<file path="config.mk">
export PLATFORM = sky130hd
export DESIGN_NAME = dbc_round_cell
export DESIGN_NICKNAME = d
export VERILOG_FILES = /design/src/design/dbc_pkg.sv /design/src/design/dbc_round_cell.sv
export SDC_FILE = /design/constraint.sdc
export NUM_CORES = 1
export LEC_CHECK = 0
export ABC_CLOCK_PERIOD_IN_PS = 800
export BUFFER_PORTS_ARGS = -buffer_cell sky130_fd_sc_hd__buf_2
export CORE_ASPECT_RATIO = 1.2
export CORE_MARGIN = 10
export CORE_UTILIZATION = 28
export CTS_CLUSTER_DIAMETER = 100
export DETAILED_ROUTE_END_ITERATION = 10
export PLACE_DENSITY = 0.58
export SLEW_MARGIN = 30
export SYNTH_ARGS = -nofsm -noshare
export SYNTH_HDL_FRONTEND = slang
export SYNTH_SLANG_ARGS = --single-unit
export TNS_END_PERCENT = 10
</file>
<file path="constraint.sdc">
create_clock -name clk -period 0.8 [get_ports clk]
set_clock_uncertainty 0.15 [all_clocks]
set_input_delay 0.16 -clock clk [delete_from_list [all_inputs] [get_ports clk]]
set_output_delay 0.16 -clock clk [all_outputs]
set_load 0.01 [all_outputs]
</file>
<file path="src/design/dbc_pkg.sv">
// ============================================================================
// dbc_pkg: DES block cipher shared definitions
// Permutation tables, S-boxes, key schedule helpers and stage types.
// ============================================================================
package dbc_pkg;

    localparam int unsigned BLOCK_W  = 64;
    localparam int unsigned HALF_W   = 32;
    localparam int unsigned KEY_W    = 64;
    localparam int unsigned CD_W     = 56;
    localparam int unsigned C_W      = 28;
    localparam int unsigned SUBKEY_W = 48;
    localparam int unsigned NROUNDS  = 16;

    // action codes
    localparam logic ACT_ENCRYPT = 1'b0;
    localparam logic ACT_DECRYPT = 1'b1;

    // data carried from one round cell to the next
    typedef struct packed {
        logic             valid;
        logic             decrypt;
        logic [C_W-1:0]   c;
        logic [C_W-1:0]   d;
        logic [HALF_W-1:0] l;
        logic [HALF_W-1:0] r;
    } stage_t;

    typedef logic [7:0] tab_idx_t;

    // Initial permutation (1-based source bit, MSB first)
    function automatic logic [63:0] perm_ip(input logic [63:0] x);
        tab_idx_t t [64];
        logic [63:0] y;
        t = '{8'd58,8'd50,8'd42,8'd34,8'd26,8'd18,8'd10,8'd2,
              8'd60,8'd52,8'd44,8'd36,8'd28,8'd20,8'd12,8'd4,
              8'd62,8'd54,8'd46,8'd38,8'd30,8'd22,8'd14,8'd6,
              8'd64,8'd56,8'd48,8'd40,8'd32,8'd24,8'd16,8'd8,
              8'd57,8'd49,8'd41,8'd33,8'd25,8'd17,8'd9,8'd1,
              8'd59,8'd51,8'd43,8'd35,8'd27,8'd19,8'd11,8'd3,
              8'd61,8'd53,8'd45,8'd37,8'd29,8'd21,8'd13,8'd5,
              8'd63,8'd55,8'd47,8'd39,8'd31,8'd23,8'd15,8'd7};
        for (int i = 0; i < 64; i++)
            y[63-i] = x[64 - int'(t[i])];
        return y;
    endfunction

    // Final permutation
    function automatic logic [63:0] perm_fp(input logic [63:0] x);
        tab_idx_t t [64];
        logic [63:0] y;
        t = '{8'd40,8'd8,8'd48,8'd16,8'd56,8'd24,8'd64,8'd32,
              8'd39,8'd7,8'd47,8'd15,8'd55,8'd23,8'd63,8'd31,
              8'd38,8'd6,8'd46,8'd14,8'd54,8'd22,8'd62,8'd30,
              8'd37,8'd5,8'd45,8'd13,8'd53,8'd21,8'd61,8'd29,
              8'd36,8'd4,8'd44,8'd12,8'd52,8'd20,8'd60,8'd28,
              8'd35,8'd3,8'd43,8'd11,8'd51,8'd19,8'd59,8'd27,
              8'd34,8'd2,8'd42,8'd10,8'd50,8'd18,8'd58,8'd26,
              8'd33,8'd1,8'd41,8'd9,8'd49,8'd17,8'd57,8'd25};
        for (int i = 0; i < 64; i++)
            y[63-i] = x[64 - int'(t[i])];
        return y;
    endfunction

    // Expansion 32 -> 48
    function automatic logic [47:0] perm_e(input logic [31:0] x);
        tab_idx_t t [48];
        logic [47:0] y;
        t = '{8'd32,8'd1,8'd2,8'd3,8'd4,8'd5,8'd4,8'd5,8'd6,8'd7,8'd8,8'd9,
              8'd8,8'd9,8'd10,8'd11,8'd12,8'd13,8'd12,8'd13,8'd14,8'd15,8'd16,8'd17,
              8'd16,8'd17,8'd18,8'd19,8'd20,8'd21,8'd20,8'd21,8'd22,8'd23,8'd24,8'd25,
              8'd24,8'd25,8'd26,8'd27,8'd28,8'd29,8'd28,8'd29,8'd30,8'd31,8'd32,8'd1};
        for (int i = 0; i < 48; i++)
            y[47-i] = x[32 - int'(t[i])];
        return y;
    endfunction

    // P permutation
    function automatic logic [31:0] perm_p(input logic [31:0] x);
        tab_idx_t t [32];
        logic [31:0] y;
        t = '{8'd16,8'd7,8'd20,8'd21,8'd29,8'd12,8'd28,8'd17,
              8'd1,8'd15,8'd23,8'd26,8'd5,8'd18,8'd31,8'd10,
              8'd2,8'd8,8'd24,8'd14,8'd32,8'd27,8'd3,8'd9,
              8'd19,8'd13,8'd30,8'd6,8'd22,8'd11,8'd4,8'd25};
        for (int i = 0; i < 32; i++)
            y[31-i] = x[32 - int'(t[i])];
        return y;
    endfunction

    // PC-1 64 -> 56
    function automatic logic [55:0] perm_pc1(input logic [63:0] x);
        tab_idx_t t [56];
        logic [55:0] y;
        t = '{8'd57,8'd49,8'd41,8'd33,8'd25,8'd17,8'd9,8'd1,8'd58,8'd50,8'd42,8'd34,
              8'd26,8'd18,8'd10,8'd2,8'd59,8'd51,8'd43,8'd35,8'd27,8'd19,8'd11,8'd3,
              8'd60,8'd52,8'd44,8'd36,8'd63,8'd55,8'd47,8'd39,8'd31,8'd23,8'd15,8'd7,
              8'd62,8'd54,8'd46,8'd38,8'd30,8'd22,8'd14,8'd6,8'd61,8'd53,8'd45,8'd37,
              8'd29,8'd21,8'd13,8'd5,8'd28,8'd20,8'd12,8'd4};
        for (int i = 0; i < 56; i++)
            y[55-i] = x[64 - int'(t[i])];
        return y;
    endfunction

    // PC-2 56 -> 48
    function automatic logic [47:0] perm_pc2(input logic [55:0] x);
        tab_idx_t t [48];
        logic [47:0] y;
        t = '{8'd14,8'd17,8'd11,8'd24,8'd1,8'd5,8'd3,8'd28,8'd15,8'd6,8'd21,8'd10,
              8'd23,8'd19,8'd12,8'd4,8'd26,8'd8,8'd16,8'd7,8'd27,8'd20,8'd13,8'd2,
              8'd41,8'd52,8'd31,8'd37,8'd47,8'd55,8'd30,8'd40,8'd51,8'd45,8'd33,8'd48,
              8'd44,8'd49,8'd39,8'd56,8'd34,8'd53,8'd46,8'd42,8'd50,8'd36,8'd29,8'd32};
        for (int i = 0; i < 48; i++)
            y[47-i] = x[56 - int'(t[i])];
        return y;
    endfunction

    // Per-round shift amount: one for rounds 1, 2, 9, 16, else two
    function automatic logic rot_one(input int unsigned k);
        return (k == 0) || (k == 1) || (k == 8) || (k == 15);
    endfunction

    function automatic logic [27:0] rol28(input logic [27:0] x, input logic one);
        return one ? {x[26:0], x[27]} : {x[25:0], x[27:26]};
    endfunction

    function automatic logic [27:0] ror28(input logic [27:0] x, input logic one);
        return one ? {x[0], x[27:1]} : {x[1:0], x[27:2]};
    endfunction

    // S-box lookup: box n, 6-bit input
    function automatic logic [3:0] sbox(input logic [2:0] n, input logic [5:0] b);
        logic [3:0] s [8][64];
        logic [5:0] idx;
        s[0] = '{4'd14,4'd4,4'd13,4'd1,4'd2,4'd15,4'd11,4'd8,4'd3,4'd10,4'd6,4'd12,4'd5,4'd9,4'd0,4'd7,
                 4'd0,4'd15,4'd7,4'd4,4'd14,4'd2,4'd13,4'd1,4'd10,4'd6,4'd12,4'd11,4'd9,4'd5,4'd3,4'd8,
                 4'd4,4'd1,4'd14,4'd8,4'd13,4'd6,4'd2,4'd11,4'd15,4'd12,4'd9,4'd7,4'd3,4'd10,4'd5,4'd0,
                 4'd15,4'd12,4'd8,4'd2,4'd4,4'd9,4'd1,4'd7,4'd5,4'd11,4'd3,4'd14,4'd10,4'd0,4'd6,4'd13};
        s[1] = '{4'd15,4'd1,4'd8,4'd14,4'd6,4'd11,4'd3,4'd4,4'd9,4'd7,4'd2,4'd13,4'd12,4'd0,4'd5,4'd10,
                 4'd3,4'd13,4'd4,4'd7,4'd15,4'd2,4'd8,4'd14,4'd12,4'd0,4'd1,4'd10,4'd6,4'd9,4'd11,4'd5,
                 4'd0,4'd14,4'd7,4'd11,4'd10,4'd4,4'd13,4'd1,4'd5,4'd8,4'd12,4'd6,4'd9,4'd3,4'd2,4'd15,
                 4'd13,4'd8,4'd10,4'd1,4'd3,4'd15,4'd4,4'd2,4'd11,4'd6,4'd7,4'd12,4'd0,4'd5,4'd14,4'd9};
        s[2] = '{4'd10,4'd0,4'd9,4'd14,4'd6,4'd3,4'd15,4'd5,4'd1,4'd13,4'd12,4'd7,4'd11,4'd4,4'd2,4'd8,
                 4'd13,4'd7,4'd0,4'd9,4'd3,4'd4,4'd6,4'd10,4'd2,4'd8,4'd5,4'd14,4'd12,4'd11,4'd15,4'd1,
                 4'd13,4'd6,4'd4,4'd9,4'd8,4'd15,4'd3,4'd0,4'd11,4'd1,4'd2,4'd12,4'd5,4'd10,4'd14,4'd7,
                 4'd1,4'd10,4'd13,4'd0,4'd6,4'd9,4'd8,4'd7,4'd4,4'd15,4'd14,4'd3,4'd11,4'd5,4'd2,4'd12};
        s[3] = '{4'd7,4'd13,4'd14,4'd3,4'd0,4'd6,4'd9,4'd10,4'd1,4'd2,4'd8,4'd5,4'd11,4'd12,4'd4,4'd15,
                 4'd13,4'd8,4'd11,4'd5,4'd6,4'd15,4'd0,4'd3,4'd4,4'd7,4'd2,4'd12,4'd1,4'd10,4'd14,4'd9,
                 4'd10,4'd6,4'd9,4'd0,4'd12,4'd11,4'd7,4'd13,4'd15,4'd1,4'd3,4'd14,4'd5,4'd2,4'd8,4'd4,
                 4'd3,4'd15,4'd0,4'd6,4'd10,4'd1,4'd13,4'd8,4'd9,4'd4,4'd5,4'd11,4'd12,4'd7,4'd2,4'd14};
        s[4] = '{4'd2,4'd12,4'd4,4'd1,4'd7,4'd10,4'd11,4'd6,4'd8,4'd5,4'd3,4'd15,4'd13,4'd0,4'd14,4'd9,
                 4'd14,4'd11,4'd2,4'd12,4'd4,4'd7,4'd13,4'd1,4'd5,4'd0,4'd15,4'd10,4'd3,4'd9,4'd8,4'd6,
                 4'd4,4'd2,4'd1,4'd11,4'd10,4'd13,4'd7,4'd8,4'd15,4'd9,4'd12,4'd5,4'd6,4'd3,4'd0,4'd14,
                 4'd11,4'd8,4'd12,4'd7,4'd1,4'd14,4'd2,4'd13,4'd6,4'd15,4'd0,4'd9,4'd10,4'd4,4'd5,4'd3};
        s[5] = '{4'd12,4'd1,4'd10,4'd15,4'd9,4'd2,4'd6,4'd8,4'd0,4'd13,4'd3,4'd4,4'd14,4'd7,4'd5,4'd11,
                 4'd10,4'd15,4'd4,4'd2,4'd7,4'd12,4'd9,4'd5,4'd6,4'd1,4'd13,4'd14,4'd0,4'd11,4'd3,4'd8,
                 4'd9,4'd14,4'd15,4'd5,4'd2,4'd8,4'd12,4'd3,4'd7,4'd0,4'd4,4'd10,4'd1,4'd13,4'd11,4'd6,
                 4'd4,4'd3,4'd2,4'd12,4'd9,4'd5,4'd15,4'd10,4'd11,4'd14,4'd1,4'd7,4'd6,4'd0,4'd8,4'd13};
        s[6] = '{4'd4,4'd11,4'd2,4'd14,4'd15,4'd0,4'd8,4'd13,4'd3,4'd12,4'd9,4'd7,4'd5,4'd10,4'd6,4'd1,
                 4'd13,4'd0,4'd11,4'd7,4'd4,4'd9,4'd1,4'd10,4'd14,4'd3,4'd5,4'd12,4'd2,4'd15,4'd8,4'd6,
                 4'd1,4'd4,4'd11,4'd13,4'd12,4'd3,4'd7,4'd14,4'd10,4'd15,4'd6,4'd8,4'd0,4'd5,4'd9,4'd2,
                 4'd6,4'd11,4'd13,4'd8,4'd1,4'd4,4'd10,4'd7,4'd9,4'd5,4'd0,4'd15,4'd14,4'd2,4'd3,4'd12};
        s[7] = '{4'd13,4'd2,4'd8,4'd4,4'd6,4'd15,4'd11,4'd1,4'd10,4'd9,4'd3,4'd14,4'd5,4'd0,4'd12,4'd7,
                 4'd1,4'd15,4'd13,4'd8,4'd10,4'd3,4'd7,4'd4,4'd12,4'd5,4'd6,4'd11,4'd0,4'd14,4'd9,4'd2,
                 4'd7,4'd11,4'd4,4'd1,4'd9,4'd12,4'd14,4'd2,4'd0,4'd6,4'd10,4'd13,4'd15,4'd3,4'd5,4'd8,
                 4'd2,4'd1,4'd14,4'd7,4'd4,4'd10,4'd8,4'd13,4'd15,4'd12,4'd9,4'd0,4'd3,4'd5,4'd6,4'd11};
        idx = {b[5], b[0], b[4:1]};
        return s[n][idx];
    endfunction

    // Feistel function
    function automatic logic [31:0] feistel(input logic [31:0] r, input logic [47:0] k);
        logic [47:0] x;
        logic [31:0] o;
        x = perm_e(r) ^ k;
        for (int i = 0; i < 8; i++)
            o[31-4*i -: 4] = sbox(3'(i), x[47-6*i -: 6]);
        return perm_p(o);
    endfunction

endpackage

</file>
<file path="src/design/dbc_round_cell.sv">
// ============================================================================
// dbc_round_cell: one DES round
// Advances the key halves for its round, applies one Feistel round and
// registers the result for the next cell.
// ============================================================================
module dbc_round_cell #(
    parameter int unsigned ROUND_IDX = 0
) (
    input  logic             clk,
    input  logic             rst_n,
    input  logic             advance,
    input  dbc_pkg::stage_t  stage_in,
    output dbc_pkg::stage_t  stage_out
);

    localparam logic ROT_ONE = dbc_pkg::rot_one(ROUND_IDX);
    // decrypt undoes the shift of the reverse round; its rotation is applied after use
    localparam logic DEC_ONE = dbc_pkg::rot_one(dbc_pkg::NROUNDS - 1 - ROUND_IDX);

    dbc_pkg::stage_t stage_reg;
    dbc_pkg::stage_t stage_next;
    logic [27:0] c_use;
    logic [27:0] d_use;
    logic [47:0] subkey;

    // Encrypt rotates left before use; decrypt uses the key then rotates right
    always_comb
    begin
        if (stage_in.decrypt)
        begin
            c_use = stage_in.c;
            d_use = stage_in.d;
        end
        else
        begin
            c_use = dbc_pkg::rol28(stage_in.c, ROT_ONE);
            d_use = dbc_pkg::rol28(stage_in.d, ROT_ONE);
        end
        subkey = dbc_pkg::perm_pc2({c_use, d_use});
        stage_next         = stage_in;
        stage_next.l       = stage_in.r;
        stage_next.r       = stage_in.l ^ dbc_pkg::feistel(stage_in.r, subkey);
        if (stage_in.decrypt)
        begin
            stage_next.c = dbc_pkg::ror28(c_use, DEC_ONE);
            stage_next.d = dbc_pkg::ror28(d_use, DEC_ONE);
        end
        else
        begin
            stage_next.c = c_use;
            stage_next.d = d_use;
        end
    end

    // Stage register, held while the pipeline stalls; only valid is reset
    always_ff @(posedge clk or negedge rst_n)
    begin
        if (!rst_n)
            stage_reg.valid <= 1'b0;
        else if (advance)
            stage_reg <= stage_next;
    end

    assign stage_out = stage_reg;

endmodule

</file>
* Yosys cells after proc, flatten, opt, wreduce, memory -nomap -nowiden
Memories as Yosys holds them, arrays and structs flattened. Index checks and enable logic that the tools add are counted.
Storage, ports and cells: register bits 122, ROM bits 2048, bits of input ports 125, output and inout port bits 122, word-level logic and storage cells 52, memories kept 8
Operators by class: order comparisons 8, multiplexer cells 19, bitwise gates (word level) 10, reductions and logical operators 1
Memories:
- (name not given) | words 64, width 4, read ports 1, clocked after memory_dff 0, write ports 0, line dbc_pkg.sv:168 | return s[n][idx];
- (name not given) | words 64, width 4, read ports 1, clocked after memory_dff 0, write ports 0, line dbc_pkg.sv:168
- (name not given) | words 64, width 4, read ports 1, clocked after memory_dff 0, write ports 0, line dbc_pkg.sv:168
- (name not given) | words 64, width 4, read ports 1, clocked after memory_dff 0, write ports 0, line dbc_pkg.sv:168
- (name not given) | words 64, width 4, read ports 1, clocked after memory_dff 0, write ports 0, line dbc_pkg.sv:168
- (name not given) | words 64, width 4, read ports 1, clocked after memory_dff 0, write ports 0, line dbc_pkg.sv:168
- 2 more memories
Operator list (count):
- 4-bit two-way mux | 16
- 7-bit greater-or-equal comparator (second input constant) | 8
- 28-bit two-way mux | 2
- 56-bit two-way mux | 1
- 6-bit NOT with 7-bit output | 8
- 48-bit XOR | 1
- 32-bit XOR | 1
- 2-bit AND reduction | 1

* Longest topological paths before layout
depth in word-level cells 7, mapped depth 14, depth with buffers taken out 10

* Worst setup path after synthesis
Ideal clock, no wire load.
path type input -> register, start point input port advance, end point register stage_reg, in the netlist stage_out[0] (enable), setup time 494 ps, arrival time 2937 ps, data required time 156 ps, slack -2781 ps, cell stages on the path 1, buffers on the path 0, cells stage by stage and2_1
On the way: longest elaborated chain between the ends 1
Ends and longest elaborated chain:
- start, declared | line dbc_round_cell.sv:11 | input logic advance,
- 2-bit AND reduction (no source line)
- end signal, assigned | line dbc_round_cell.sv:61 | stage_reg <= stage_next;
- end, declared | line dbc_round_cell.sv:20 | dbc_pkg::stage_t stage_reg;
Every way passes these cells. A chain may end at the register's enable or synchronous reset.

==> key figures <==
Run status
  • Status: finished with violations
  • Failing checks: negative hold slack, negative setup slack

Clock network
  • Max H-tree Level: 4
  • Clk Latency, worst-skew pair: 0.46 ns
  • CTS max path bufs: 2
  • CTS clk-pin slew, worst paths: 0.06 ns
  • CTS Buf Count: 17
  • Root Buffer: clkbuf_16
  • Hold_buf cts: 16
  • # clock sinks: 122
  • CTS tree: yes

Pwr
  • Pwr Total: 0.0329 W
  • Pleak: 7.66 nW
  • VDD IR-drop max: 1.44 mV
  • Pwr dens: 1830 nW/µm²

Layout
  • Most frequent cells in the layout: 309 x buf_4, 237 x buf_2, 121 x edfxtp_1
  • Fill cell count: 3,361
  • Post-Layout Cell Count: 2,050
  • Most common cell after layout, fill and taps aside: buf_4
  • Max FFs per register: 122
  • Area growth syn-to-layout: 69.3%
  • Nets: 1,745
  • Layout cells sized above 1: 0.605

Die
  • Horiz. Die Dim: 198 µm
  • Core Region: 37,700 µm²
  • # IOs: 247
  • # rows: 78
  • Initial core utilization: 0.283
  • Die Span Y: 234 µm
  • Die area: 46,200 µm²

STA
  • Rel. slew slack: 0.559
  • Worst Slack Setup Final: -1.41 ns
  • Hold Fails Final Rpt: 73
  • RSZ-0062 raised after global routing: yes
  • Final hold slack: -0.218 ns
  • Fmax: 0.452 GHz
  • Tcrit/Tclk final: 2.76
  • Worst-margin pin slew: 0.657 ns
  • Min Tclk post-route: 2.21 ns
  • Fin. max-slew vios: 0
  • Final setup violation count: 209

Synthesis
  • Sequential fraction of the synthesis area: 0.344
  • Syn_nets: 1,118
  • Share of Yosys cell area claimed by the top area cell type: 0.341
  • Synthesized area: 10,600 µm²
  • YS warnings: 0
  • Synth Instances: 931
  • Post-synth EDFFs: 121
  • Largest area contributor in the netlist: edfxtp_1
  • Distinct cells, synth: 65
  • Synth top area cells: edfxtp_1 34%, mux2i_1 9.5%, ha_1 7.3%
  • Flops & latches, synth: 122
  • Syn avg cell area: 11.4 µm²
  • FFs w/ async S/R, synth: 0.00820
  • Ys flop type: edfxtp_1

Global routing
  • Grt ovf: 0
  • Vias in the first global route: 10,400
  • GR Util All Layers: 0.168
  • Antenna violations before repair: 3
  • Largest net degree at the start of global routing: 44
  • Global-route wire length before repair: 60,000 µm

Place
  • DP Cell Count: 1,944
  • Routability cong.: 0.879
  • Buffers on Ports: 246
  • Post-detail-place hpwl: 30,200 µm

Critical path
  • Critical Path AT: 2.26 ns
  • Required @ worst endpoint: 0.85 ns
  • Worst Setup End Kind: flop
  • CP Launch Type: input port
  • Critical path type: in -> reg
  • Crit Path Max Fanout: 6

Worst hold path
  • Tightest Hold Check Type: in -> reg

Routing
  • Antenna-violating nets left: 0
  • Via density per instance: 4.87
  • Initial drt markers: 342
  • Drt total wl: 39,900 µm
  • DR WL/cell: 19.5 µm
  • Router iterations before antenna repair: 4
  • Post-route DRC: 0
  • Detailed-route via count: 9,975

Job
  • Max-Cap Viols: 0
final timing paths:
| check | from | end | slack, ns | cells after the start |
|---|---|---|---|---|
| setup / recovery | stage_in[120] | stage_out[30] | -1.41 | 11 |
| min in group asynchronous | rst_n | stage_out[121] | -0.03 | 3 |
| hold reg to reg | stage_out[121] | stage_out[121] | 0.36 | 1 |
| setup reg to reg | stage_out[121] | stage_out[121] | -0.09 | 1 |
| max in group asynchronous | rst_n | stage_out[121] | 0.45 | 3 |
| hold / removal | stage_in[121] | stage_out[121] | -0.22 | 2 |
routing by layer:
layer / up-vias / part of all wire / global-route usage
li1: 4771 / - / -
met1: 4882 / 0.38 / 0.179
met2: 275 / 0.53 / 0.310
met3: 43 / 0.066 / 0.0526
met4: 4 / 0.019 / 0.0522
met5: - / 0.00080 / 0
logic make-up after synthesis:
| kind of cell | share of synthesized area |
|---|---|
| AO/OA/AOI/OAI | 0.118 |
| XOR/XNOR | 0.130 |
| adder cells (fa/ha/maj) | 0.0729 |
| buffers and inverters | 0.0422 |
| flip-flops | 0.344 |
| multiplexers | 0.234 |
| AND/OR/NAND/NOR | 0.0594 |
what timing repair did:
action / 4_1_cts / 5_1_grt
pin swaps: 54 / 71
gates cloned: 3 / 0
setup endpoints to repair: 210 / 212
resized for setup: 193 / 171
buffers inserted: 30 / 29
hold endpoints to repair: 105 / 75
worst max-delay path, stage by stage:
cell,delay (ns)
buf_16,0.13
buf_12,0.14
buf_12,0.14
mux2i_4,0.20
xnor2_4,0.27
ha_4,0.26
mux4_2,0.48
nand2_2,0.09
o31ai_2,0.06
mux2i_2,0.22
xor2_1,0.10
report_power, final:
part / internal [W] / switching (W) / total (W)
registers: 0.00790 / 0.000173 / 0.00807
logic: 0.00851 / 0.00778 / 0.0163
clock network: 0.00543 / 0.00310 / 0.00853
total: 0.0218 / 0.0111 / 0.0329
Yosys cell counts (5+ instances only):
cell,count
nor2_1,31
mux2i_4,6
mux4_2,24
inv_1,39
buf_2,19
o211ai_1,35
mux2i_2,5
xor2_2,13
xor2_1,27
o21ai_1,8
nand2_1,52
xnor2_1,69
ha_1,62
edfxtp_1,121
o2111ai_1,6
mux2i_1,101
a2111oi_0,6
buf_4,5
nor3_1,22
nand3_1,22
a221oi_1,5
a31oi_1,8
xnor2_2,15
a21oi_1,35
buf_6,5
clkbuf_1,15
inv_2,5
mux2_2,63
o21ai_0,31
a211oi_1,18
through the flow:
step / instance area [µm²] / setup TNS (ns) / worst slack, ns / utilization
5_1_grt: 18000 / -115.34 / -1.50 / 0.478
6_report: 18000 / -107.49 / -1.41 / 0.478
4_1_cts: 16900 / -106.74 / -1.37 / 0.450
3_5_place_dp: 15000 / -159.29 / -2.22 / 0.397
3_3_place_gp: 15000 / -157.43 / -2.24 / 0.397
2_1_floorplan: 10800 / -228.23 / -1.97 / -
layout make-up:
type | count | area [µm²] | share of cell area
timing repair buffer | 654 | 4990 | 0.277
multi-input combinational | 718 | 7970 | 0.442
inverter | 45 | 186 | 0.0103
tap | 480 | 601 | 0.0333
antenna | 1 | 2.50 | 0.000139
sequential | 122 | 3660 | 0.203
clock inverter | 11 | 178 | 0.00986
clock buffer | 19 | 433 | 0.0240
Power figures use the tool's default switching activity.
